===== src/rtl/core/ihh_pkg.sv =====
// ----------------------------------------------------------------------------
// ihh_pkg
// Shared types and codes of the inode holder hash table.
// ----------------------------------------------------------------------------
package ihh_pkg;

    // Item modes
    localparam logic [1:0] MODE_CLEAR  = 2'd0;
    localparam logic [1:0] MODE_INSERT = 2'd1;
    localparam logic [1:0] MODE_QUERY  = 2'd2;
    localparam logic [1:0] MODE_UNUSED = 2'd3;

    // Result status codes
    localparam logic [2:0] ST_ADDED      = 3'd0;
    localparam logic [2:0] ST_HELD       = 3'd1;
    localparam logic [2:0] ST_HOLD_FULL  = 3'd2;
    localparam logic [2:0] ST_TABLE_FULL = 3'd3;
    localparam logic [2:0] ST_CLEARED    = 3'd4;
    localparam logic [2:0] ST_HOLDER     = 3'd5;
    localparam logic [2:0] ST_NONE       = 3'd6;

    localparam int PID_W    = 22;
    localparam int NLO_W    = 64;
    localparam int NHI_W    = 56;
    localparam int CNT_W    = 4;
    // Home index bits kept by the front; wide enough for the largest table
    localparam int HASH_W   = 17;
    localparam logic [63:0] HASH_MUL = 64'd2654435761;

    typedef struct packed {
        logic [1:0]       mode;
        logic [63:0]      device;
        logic [63:0]      inode;
        logic [PID_W-1:0] pid;
        logic [NLO_W-1:0] name_low;
        logic [NHI_W-1:0] name_high;
        logic [CNT_W-1:0] result_limit;
        logic [HASH_W-1:0] hash;
    } cmd_t;

    typedef struct packed {
        logic [PID_W-1:0] pid;
        logic [NLO_W-1:0] name_low;
        logic [NHI_W-1:0] name_high;
    } holder_t;

    typedef struct packed {
        logic [2:0] status;
        holder_t    holder;
        logic       last;
    } res_t;

endpackage


===== src/rtl/core/ihh_queue.sv =====
// ----------------------------------------------------------------------------
// ihh_queue
// Two-entry command queue between the front and the back.
// ----------------------------------------------------------------------------
module ihh_queue (
    input  logic          clk,
    input  logic          rst_n,
    input  logic          push_valid,
    input  ihh_pkg::cmd_t push_data,
    output logic          push_ready,
    output logic          pop_valid,
    output ihh_pkg::cmd_t pop_data,
    input  logic          pop_ready
);
    import ihh_pkg::*;

    cmd_t       entry_reg [2];
    logic       wr_ptr_reg;
    logic       rd_ptr_reg;
    logic [1:0] fill_reg;
    logic       do_push;
    logic       do_pop;

    assign push_ready = (fill_reg != 2'd2);
    assign pop_valid  = (fill_reg != 2'd0);
    assign pop_data   = entry_reg[rd_ptr_reg];
    assign do_push    = push_valid && push_ready;
    assign do_pop     = pop_valid && pop_ready;

    always_ff @(posedge clk or negedge rst_n)
    begin
        if (!rst_n)
        begin
            wr_ptr_reg <= 1'b0;
            rd_ptr_reg <= 1'b0;
            fill_reg   <= 2'd0;
        end
        else
        begin
            if (do_push)
            begin
                entry_reg[wr_ptr_reg] <= push_data;
                wr_ptr_reg <= !wr_ptr_reg;
            end
            if (do_pop)
            begin
                rd_ptr_reg <= !rd_ptr_reg;
            end
            if (do_push && !do_pop)
            begin
                fill_reg <= fill_reg + 2'd1;
            end
            else if (do_pop && !do_push)
            begin
                fill_reg <= fill_reg - 2'd1;
            end
        end
    end

endmodule


===== config.mk =====
export PLATFORM = sky130hd
export DESIGN_NAME = ihh_queue
export DESIGN_NICKNAME = d
export VERILOG_FILES = /design/src/rtl/core/ihh_pkg.sv /design/src/rtl/core/ihh_queue.sv
export SDC_FILE = /design/constraint.sdc
export NUM_CORES = 1
export LEC_CHECK = 0
export ABC_AREA = 1
export BUFFER_PORTS_ARGS = -buffer_cell sky130_fd_sc_hd__buf_2
export CORE_MARGIN = 5
export CORE_UTILIZATION = 40
export CTS_CLUSTER_DIAMETER = 100
export DETAILED_ROUTE_END_ITERATION = 10
export PLACE_DENSITY = 0.62
export SLEW_MARGIN = 20
export SYNTH_ARGS = -nofsm -noshare
export SYNTH_HDL_FRONTEND = slang
export SYNTH_SLANG_ARGS = --single-unit

===== constraint.sdc =====
create_clock -name clk -period 43.8 [get_ports clk]
set_clock_uncertainty 0.15 [all_clocks]
set_input_delay 2.19 -clock clk [delete_from_list [all_inputs] [get_ports clk]]
set_output_delay 2.19 -clock clk [all_outputs]
set_load 0.01 [all_outputs]

==> metrics.md <==
| Metric | Value |
|---|---|
| Critical path capture point type | `output port` |
| CTS H-tree depth | `2` |
| Endpoints failing hold | `0` |
| Unrepaired setup endpoints after global routing | `false` |
| Min cycle time layout | `5.97 ns` |
| Share of total power in combinational logic | `about 30%` |
| Core area | `53,700 um^2` |
| Routability cong. | `0.848` |
| Final critical-path share of the clock period | `13.6%` |
| Top cell type's share of synthesized area | `81.4%` |
| Hold_buf cts | `0` |
| Vias in the first global route | `13,600` |
| Post-Synthesis Net Count | `around 1,900` |
| Final HPWL DP | `between 30,000 and 40,000 um` |
| EDFF count, synth | `586` |
| Total grt overflow | `0` |
| Library cells used by synthesis | `15` |
| Drt first pass iters | `4` |
| Post-synthesis simple-gate area fraction | `between 15 and 20%` |
| F_max | `between 150 and 200 MHz` |
| Post-synth top cells | `892 x nand2_1, 586 x edfxtp_1, 30 x buf_2` |
| Clock sink total | `590` |
| Top post-synthesis cells by area | `edfxtp_1 81%, nand2_1 15%, buf_6 1.2%, buf_2 0.69%, dfrtp_1 0.46%` |
| Switch share | `33.6%` |
| Drt wl/cell | `18.8 um` |
| Register area share after synthesis | `81.9%` |
| Final Setup Violations | `0` |
| Asr flop ratio synth | `0.678%` |
| Setup TNS | `0 ns` |
| CTS Buffer Depth | `3` |
| Clk root buf | `clkbuf_16` |
| ANT nets after route | `0` |
| Worst-margin pin slew | `approximately 1.3 ns` |
| CP Launch Type | `flop` |
| Status | `completed` |
| Worst setup path class | `reg2out` |
| P_leak | `11.4 nW` |
| Die W | `~240 um` |
| Clk_lat worst skew | `0.59 ns` |
| Largest net degree at the start of global routing | `roughly 170` |
| Slew margin rel. | `12.8%` |
| VDD IR-drop max | `between 0.03 and 0.04 mV` |
| Largest fanout on the critical path | `91` |
| Largest register FFs | `586` |
| WP data required | `41.46 ns` |
| Power Dens Cells | `63.3 nW/um^2` |
| First-pass GRT wire length | `82,000 um` |
| Synthesized area | `21,600 um^2` |
| TritonCTS Buffers | `60` |
| Ports | `a little under 600` |
| Share of total power in the clock network | `28.2%` |
| Synth Area in Adders | `0.0579%` |
| Slew Limit Fails | `0` |
| Total design power | `0.00171 W` |
| Largest family of logic cells by synthesized area | `simple AND/OR/NAND/NOR gates` |
| Post-CTS resize count | `0` |
| Vias per std cell | `4.65` |
| Max-cap violations | `0` |
| Compound-gate portion of the synthesized area | `0%` |
| Nets | `2,461` |
| Initial antenna violation count | `20` |
| Overall Global Routing Usage | `~18%` |
| Initial DRC Count | `729` |
| Die H | `around 240 um` |
| Mux cell area share after synthesis | `0%` |
| Top FF cell, synth | `edfxtp_1` |
| Share of layout cells above drive strength 1 | `31.1%` |
| YS warnings | `0` |
| Site Rows | `85` |
| Die Area | `58,800 um^2` |
| Post-CTS setup buffers | `0` |
| Sw Pwr | `0.000574 W` |
| Initial Util | `between 40% and 50%` |
| Clock transition at the registers of the reported paths | `0.06 ns` |
| Hold Crit Class | `reg2reg` |
| DRC Markers | `0` |
| PortBufs | `591` |
| #FFs+latches synth | `approximately 600` |
| Top-count cell post-synth | `nand2_1` |
| Crit path DAT | `3.63 ns` |
| Fin util | `50.3%` |
| Post-synthesis average cell area | `13.8 um^2` |
| Via count | `13,600` |
| Flop pwr share | `about 42%` |
| Syn Inst Count | `roughly 1,600` |
| Area grow syn2layout | `24.9%` |
| Post-synthesis xor/xnor area fraction | `0.0405%` |
| Int Pwr | `0.00113 W` |
| Yosys top cell by area | `edfxtp_1` |
| Clock tree from TritonCTS | `built` |
| Total Routed Length | `54,800 um` |
==> cell families (layout without fill, tap and decap cells) <==
group | after synthesis | count (layout)
AND/OR/NAND/NOR | 897 | 897
flip-flops | 590 | 590
buffers and inverters | 73 | 721
adder cells (fa/ha/maj) | 1 | 1
XOR/XNOR | 1 | 1
other | 0 | 15
==> routing by layer <==
metal / GRT usage (%) / vias to the layer above / wire length [um]
met5: 0 / - / 96
met4: 6.31 / 14 / 1490
met3: 6.13 / 102 / 4560
met2: 30.8 / 426 / 28000
met1: 20.9 / 6512 / 20700
li1: - / 6521 / -
==> worst paths after layout <==
| path | cells past startpoint | start | end | slack, ns |
|---|---|---|---|---|
| worst max-delay path | 5 | rd_ptr_reg$_DFFE_PN0P_ | pop_data[65] | 37.83 |
| worst min-delay path | 2 | wr_ptr_reg$_DFFE_PN0P_ | wr_ptr_reg$_DFFE_PN0P_ | 0.34 |
| worst max register to register | 8 | fill_reg[0]$_DFFE_PN0P_ | entry_reg[0][62]$_DFFE_PP_ | 39.79 |
| worst min register to register | 2 | wr_ptr_reg$_DFFE_PN0P_ | wr_ptr_reg$_DFFE_PN0P_ | 0.34 |
| max in group asynchronous | 1 | rst_n | rd_ptr_reg$_DFFE_PN0P_ | 42.11 |
| min in group asynchronous | 1 | rst_n | wr_ptr_reg$_DFFE_PN0P_ | 1.25 |
==> critical path: stages, from the launching register on <==
cell	delay, ns
dfrtp_4	0.74
buf_4	0.81
buf_4	0.91
nand2_1	0.12
nand2_1	0.14
buf_2	0.14
==> final cells by class <==
class                   count  area, um^2
inverters                   8        37.5
flip-flops and latches    590       17700
well taps                 696         871
multi-input cells         899        3410
clock buffers              74        1580
fillers                  4647       26700
clock inverters            35         280
repair buffers            604        3090
diodes                     15        37.5
==> layout by cell type (no fill, tap or decap), drive strengths merged <==
cell      synthesis  layout
nand2           892     892
nor3              1       1
ha                1       1
bufinv            0       4
clkbuf            2      74
edfxtp          586     586
inv               8       8
clkinvlp          0       1
dfrtp             4       4
nand3             2       2
buf              63     604
nand4             1       1
clkinv            0      30
nor2              1       1
diode             0      15
xnor2             1       1
==> through the flow <==
| stage | hold slack, ns | setup WS, ns | std cells | area (um^2) |
|---|---|---|---|---|
| after floorplan | 0.299 | 20.39 | 1562 | 21600 |
| after global placement | 0.320 | 38.05 | 2796 | 25100 |
| after detailed placement | 0.328 | 38.06 | 2796 | 25100 |
| after CTS | 0.343 | 37.74 | 2905 | 26900 |
| after global routing | 0.378 | 37.54 | 2915 | 27000 |
| final | 0.341 | 37.83 | 2921 | 27000 |
==> power groups by stage <==
| stage | clock network, W | registers, W | logic, W |
|---|---|---|---|
| 2_1_floorplan | 0 | 0.000769 | 0.000303 |
| 3_3_place_gp | 0 | 0.000732 | 0.000508 |
| 3_5_place_dp | 0 | 0.000734 | 0.000510 |
| 4_1_cts | 0.000494 | 0.000723 | 0.000512 |
| 5_1_grt | 0.000520 | 0.000728 | 0.000558 |
| 6_report | 0.000482 | 0.000722 | 0.000504 |
No activity file was read; power rests on OpenSTA's default activity.
