`src/rtl/core/ihh_pkg.sv`:
```
// ----------------------------------------------------------------------------
// ihh_pkg
// Shared types and codes of the inode holder hash table.
// ----------------------------------------------------------------------------
package ihh_pkg;

    // Item modes
    localparam logic [1:0] MODE_CLEAR  = 2'd0;
    localparam logic [1:0] MODE_INSERT = 2'd1;
    localparam logic [1:0] MODE_QUERY  = 2'd2;
    localparam logic [1:0] MODE_UNUSED = 2'd3;

    // Result status codes
    localparam logic [2:0] ST_ADDED      = 3'd0;
    localparam logic [2:0] ST_HELD       = 3'd1;
    localparam logic [2:0] ST_HOLD_FULL  = 3'd2;
    localparam logic [2:0] ST_TABLE_FULL = 3'd3;
    localparam logic [2:0] ST_CLEARED    = 3'd4;
    localparam logic [2:0] ST_HOLDER     = 3'd5;
    localparam logic [2:0] ST_NONE       = 3'd6;

    localparam int PID_W    = 22;
    localparam int NLO_W    = 64;
    localparam int NHI_W    = 56;
    localparam int CNT_W    = 4;
    // Home index bits kept by the front; wide enough for the largest table
    localparam int HASH_W   = 17;
    localparam logic [63:0] HASH_MUL = 64'd2654435761;

    typedef struct packed {
        logic [1:0]       mode;
        logic [63:0]      device;
        logic [63:0]      inode;
        logic [PID_W-1:0] pid;
        logic [NLO_W-1:0] name_low;
        logic [NHI_W-1:0] name_high;
        logic [CNT_W-1:0] result_limit;
        logic [HASH_W-1:0] hash;
    } cmd_t;

    typedef struct packed {
        logic [PID_W-1:0] pid;
        logic [NLO_W-1:0] name_low;
        logic [NHI_W-1:0] name_high;
    } holder_t;

    typedef struct packed {
        logic [2:0] status;
        holder_t    holder;
        logic       last;
    } res_t;

endpackage

```
`src/rtl/core/ihh_if.sv`:
```
// ----------------------------------------------------------------------------
// ihh_in_if / ihh_out_if
// Valid/ready channels for request items and result items.
// ----------------------------------------------------------------------------
interface ihh_in_if;
    import ihh_pkg::*;
    logic             valid;
    logic             ready;
    logic [1:0]       mode;
    logic [63:0]      device;
    logic [63:0]      inode;
    logic [PID_W-1:0] pid;
    logic [NLO_W-1:0] name_low;
    logic [NHI_W-1:0] name_high;
    logic [CNT_W-1:0] result_limit;

    modport source (output valid, mode, device, inode, pid, name_low, name_high,
                    result_limit, input ready);
    modport sink (input valid, mode, device, inode, pid, name_low, name_high,
                  result_limit, output ready);
endinterface


```
`src/rtl/core/ihh_front.sv`:
```
// ----------------------------------------------------------------------------
// ihh_front
// Accepts request items, drops unused modes, trims names at the first zero
// byte and computes the low bits of the home slot hash.
// ----------------------------------------------------------------------------
module ihh_front (
    input  logic          clk,
    input  logic          rst_n,
    ihh_in_if.sink        in_ch,
    input  logic          hold,
    output logic          push_valid,
    output ihh_pkg::cmd_t push_data,
    input  logic          push_ready
);
    import ihh_pkg::*;

    logic        s1_valid_reg;
    cmd_t        s1_reg;
    logic [119:0] name_full;
    logic [119:0] name_trim;
    logic        zero_seen;
    logic [7:0]  name_byte;
    logic [HASH_W-1:0] ino_mul;
    logic [HASH_W-1:0] dev_mul;
    logic        accept;

    // Name trim: bytes after the first zero byte become zero
    always_comb
    begin
        zero_seen = 1'b0;
        name_byte = 8'h00;
        name_full = {in_ch.name_high, in_ch.name_low};
        name_trim = '0;
        for (int b = 0; b < 15; b++)
        begin
            name_byte = name_full[b*8 +: 8];
            name_trim[b*8 +: 8] = zero_seen ? 8'h00 : name_byte;
            if (name_byte == 8'h00)
            begin
                zero_seen = 1'b1;
            end
        end
    end

    assign in_ch.ready = (!s1_valid_reg || push_ready) && !hold;
    assign accept      = in_ch.valid && in_ch.ready;

    // Stage register
    always_ff @(posedge clk or negedge rst_n)
    begin
        if (!rst_n)
        begin
            s1_valid_reg <= 1'b0;
        end
        else
        begin
            if (accept)
            begin
                s1_valid_reg <= (in_ch.mode != MODE_UNUSED);
                s1_reg.mode         <= in_ch.mode;
                s1_reg.device       <= in_ch.device;
                s1_reg.inode        <= in_ch.inode;
                s1_reg.pid          <= in_ch.pid;
                s1_reg.name_low     <= name_trim[63:0];
                s1_reg.name_high    <= name_trim[119:64];
                s1_reg.result_limit <= in_ch.result_limit;
                s1_reg.hash         <= '0;
            end
            else if (push_ready)
            begin
                s1_valid_reg <= 1'b0;
            end
        end
    end

    // Low hash bits only depend on low operand bits
    assign ino_mul = HASH_W'(s1_reg.inode[HASH_W-1:0] * HASH_MUL[HASH_W-1:0]);
    assign dev_mul = HASH_W'({s1_reg.device[HASH_W-1:0], 5'b00000})
                     - s1_reg.device[HASH_W-1:0];

    always_comb
    begin
        push_data      = s1_reg;
        push_data.hash = ino_mul ^ dev_mul;
    end

    assign push_valid = s1_valid_reg;

endmodule

```
`src/flat_wrapper.sv`:
```
// flat-port wrapper written by rule: the top's interface ports become plain ports
module ihh_front_flat import ihh_pkg::*;
  (clk, rst_n, hold, push_valid, push_data, push_ready, in_ch_valid, in_ch_mode, in_ch_device, in_ch_inode, in_ch_pid, in_ch_name_low, in_ch_name_high, in_ch_result_limit, in_ch_ready);
  ihh_in_if in_ch_i ();
  input  logic clk;
  input  logic rst_n;
  input  logic hold;
  output logic push_valid;
  output ihh_pkg::cmd_t push_data;
  input  logic push_ready;
  input wire logic [$bits(in_ch_i.valid)-1:0] in_ch_valid;
  input wire logic [$bits(in_ch_i.mode)-1:0] in_ch_mode;
  input wire logic [$bits(in_ch_i.device)-1:0] in_ch_device;
  input wire logic [$bits(in_ch_i.inode)-1:0] in_ch_inode;
  input wire logic [$bits(in_ch_i.pid)-1:0] in_ch_pid;
  input wire logic [$bits(in_ch_i.name_low)-1:0] in_ch_name_low;
  input wire logic [$bits(in_ch_i.name_high)-1:0] in_ch_name_high;
  input wire logic [$bits(in_ch_i.result_limit)-1:0] in_ch_result_limit;
  output wire logic [$bits(in_ch_i.ready)-1:0] in_ch_ready;
  assign in_ch_i.valid = in_ch_valid;
  assign in_ch_i.mode = in_ch_mode;
  assign in_ch_i.device = in_ch_device;
  assign in_ch_i.inode = in_ch_inode;
  assign in_ch_i.pid = in_ch_pid;
  assign in_ch_i.name_low = in_ch_name_low;
  assign in_ch_i.name_high = in_ch_name_high;
  assign in_ch_i.result_limit = in_ch_result_limit;
  assign in_ch_ready = in_ch_i.ready;
  ihh_front u_core (.clk(clk), .rst_n(rst_n), .in_ch(in_ch_i), .hold(hold), .push_valid(push_valid), .push_data(push_data), .push_ready(push_ready));
endmodule
```
`config.mk`:
```
export PLATFORM = sky130hd
export DESIGN_NAME = ihh_front_flat
export DESIGN_NICKNAME = d
export VERILOG_FILES = /design/src/rtl/core/ihh_pkg.sv /design/src/rtl/core/ihh_if.sv /design/src/rtl/core/ihh_front.sv /design/src/flat_wrapper.sv
export SDC_FILE = /design/constraint.sdc
export NUM_CORES = 1
export LEC_CHECK = 0
export ABC_AREA = 1
export BUFFER_PORTS_ARGS = -buffer_cell sky130_fd_sc_hd__buf_4
export CORE_AREA = 2 2 223 225
export CTS_CLUSTER_SIZE = 30
export DETAILED_ROUTE_END_ITERATION = 8
export DIE_AREA = 0 0 225 227
export PLACE_DENSITY = 0.48
export SLEW_MARGIN = 10
export SYNTH_ARGS = -nofsm -noshare
export SYNTH_HDL_FRONTEND = slang
export SYNTH_SLANG_ARGS = --single-unit
```
`constraint.sdc`:
```
create_clock -name clk -period 10.9 [get_ports clk]
set_clock_uncertainty 0.2 [all_clocks]
set_input_delay 2.18 -clock clk [delete_from_list [all_inputs] [get_ports clk]]
set_output_delay 2.18 -clock clk [all_outputs]
set_load 0.01 [all_outputs]
```
==> results.tsv <==
metric	value	unit
hold buffer count at CTS	0	
Post-synth EDFFs	276	
largest net degree at the start of global routing	171	
Resized cells post-CTS	0	
crit-path most repeated cell	fa_1	
DPL Wire Length	34.16	mm
post-synthesis register bit count	277	
CP max-delay cell	fa_1	
final hold slack	0.3343	ns
R2R cell count	3	
ranking of synthesized cells by area	edfxtp_1, ha_1, inv_1	
initial core utilization	0.2632	
Die Y	227	um
num rows	81	
DRT iter0 DRCs	388	
Setup-failing EPs final	0	
post-layout min period	7.999	ns
global route overflow	0	
hold path startpoint	u_core.push_valid$_DFFE_PN0P_	
Post-Syn Area	12780	um^2
Num CTS Buffers	36	
RSZ-0062 raised after global routing	no	
Post-layout nets	1984	
synth unique cells	37	
Clk Latency, worst-skew pair	0.54	ns
critical path class	reg2out	
Root Buffer	clkbuf_16	
average vias per placed instance	4.154	
Critical R2R Capture	u_core.push_data[235]$_DFFE_PP_	
Clock H-tree levels	2	
async set-reset flop share out of synthesis	0.003610	
top cells by instance count after synthesis	edfxtp_1, inv_1, nor2_1, nand2_1, ha_1	
CP arrival	5.62	ns
DRT Wirelength	42.25	mm
gpl congestion	0.8182	
outcome	finished, final reports clean	
Mapped Cells	982	
Crit path max-delay family	adder cells	
vias in the first global route	9907	
setup TNS	0	ns
antenna violations before repair	7	
Critical Path Max Stage Delay	0.54	ns
DR pass1 iterations	4	
# clock sinks	277	
Pleak	0.008787	uW
Area Growth Syn to Fin	49.19	%
Worst Hold Class	reg2reg	
Post-Syn Nets	1369	
Post-CTS Setup Bufs	0	
mean post-synth cell area	13.01	um^2
Critical Path Fanout Max	6	
Fill cells	4739	
CP Buf/Inv Count	5	
Worst setup SP type	register	
ratio of cells with drive above 1 in the final layout	0.4043	
YS warnings	0	
drt drc	0	
dpl ws	3.407	ns
CTS clk-pin slew, worst paths	0.06	ns
IO Port Bufs	575	
fin util	0.3927	
Max Freq	125.0	MHz
multi-input logic area	3595	um^2
VDD IR max	0.1517	mV
FF+latch area	8313	um^2
Met2 Routed Length	21.82	mm
Req. time, crit path	8.52	ns
die area	51080	um^2
Hold Fails Final Rpt	0	
Met3 Wirelength	3.817	mm
maximum root-to-sink buffer count	3	
Layout Cells excl Fill	2250	
Levels on crit path	19	
Max Cap Viol	0	
first-pass GRT wire length	59.87	mm
post-route antenna net violation count	0	
Slew Viols, Final	0	
placed cells	2181	
Worst setup EP type	output pin	
Die Wd	225	um
Slew HR	0.3049	
most instantiated library cell after synthesis	edfxtp_1	
P per Cell Area	162.8	nW/um^2
predominant post-synthesis flop cell	edfxtp_1	
sequential area share after synthesis	0.6506	
hold path depth	1	
r2r setup slk	7.98	ns
post-synth top area cell	edfxtp_1	
final worst slack	2.901	ns
WL/cell	18.78	um
final period utilization	0.7339	
Metal-1 WL	14.74	mm
worst hold endpoint	u_core.push_valid$_DFFE_PN0P_	
Least-Margin Pin Slew	1.043	ns
Crit Reg-Reg Startpoint	u_core.push_valid$_DFFE_PN0P_	
DR top layer	met5	
CTS tree	yes	
crit-path cells	ha_1, inv_1, fa_1, fa_1, inv_1, fa_1, inv_1, fa_1, inv_1, fa_1, ha_1, a21o_1, a31oi_1, nand3_1, xor2_1, nand3_1, nand3b_1, nand2_1, buf_4	
post-synth top area share	0.6486	
core area	48550	um^2
Ports	576	
GR Util All Layers	0.1597	
DR vias	9347	
cells by family (layout without fill, tap and decap cells):
kind of cell,after synthesis,in the layout,share of synthesized area
buffers and inverters,233,876,0.06845
xor gates and xnor gates,53,53,0.03848
AOI/OAI and AO/OA,37,37,0.01635
adders and majority gates,106,106,0.1238
other,0,3,0
DFF,277,277,0.6506
and+or+nand+nor,276,276,0.1023
through the flow:
stage               cell area (um^2)  total power, uW
floorplan                      12780             1667
global placement               17900             1973
detailed placement             17900             1978
CTS                            19050             3159
global route                   19060             3265
finish                         19060             3104
registers in the layout, indices dropped and copies added, names as in the netlist:
name and cells:
u_core.push_data 276, u_core.push_valid 1
layout by cell type (no fill, tap or decap), drive strengths merged:
cell / count
a211oi: 1
a21o: 1
a21oi: 20
a31oi: 2
a32o: 1
and2: 1
and3: 1
buf: 577
bufinv: 1
clkbuf: 48
clkinv: 11
clkinvlp: 2
dfrtp: 1
diode: 3
edfxtp: 276
fa: 34
ha: 72
inv: 237
nand2: 80
nand3: 20
nand3b: 6
nand4: 14
nor2: 127
nor3: 7
nor3b: 1
nor4: 15
o211ai: 1
o21a: 1
o21ai: 8
o311ai: 1
o31ai: 1
or2: 4
xnor2: 19
xnor3: 2
xor2: 32
worst max-delay path by stage:
stage / from / to / slack (ns)
2_1_floorplan: push_ready / u_core.push_data[100]$_SDFFCE_PP0P_ / 1.16
3_3_place_gp: u_core.push_data[171]$_DFFE_PP_ / push_data[16] / 3.51
3_5_place_dp: u_core.push_data[171]$_DFFE_PP_ / push_data[16] / 3.41
4_1_cts: u_core.push_data[171]$_DFFE_PP_ / push_data[16] / 2.79
5_1_grt: u_core.push_data[168]$_DFFE_PP_ / push_data[15] / 2.62
6_report: u_core.push_data[171]$_DFFE_PP_ / push_data[16] / 2.90
per-layer routing:
layer | up-vias | track usage
met1 | 4409 | 0.1645
met4 | 8 | 0.07648
met3 | 80 | 0.06247
li1 | 4503 | -
met5 | - | 0
met2 | 347 | 0.2843
where the power goes:
group          switching (uW)  total, uW  internal [uW]
sequential               13.6       1230           1210
clock                     482       1160            676
combinational             376        719            344
total                     871       3100           2230
layout make-up:
cell class,instances,share of cell area
Antenna cell,3,0.0003938
Sequential cell,277,0.4361
Inverter,233,0.04588
Multi-Input combinational cell,472,0.1886
Timing Repair Buffer,577,0.2279
Tap cell,622,0.04083
Clock buffer,48,0.05231
Clock inverter,18,0.008008
No activity file was read; power rests on OpenSTA's default activity.
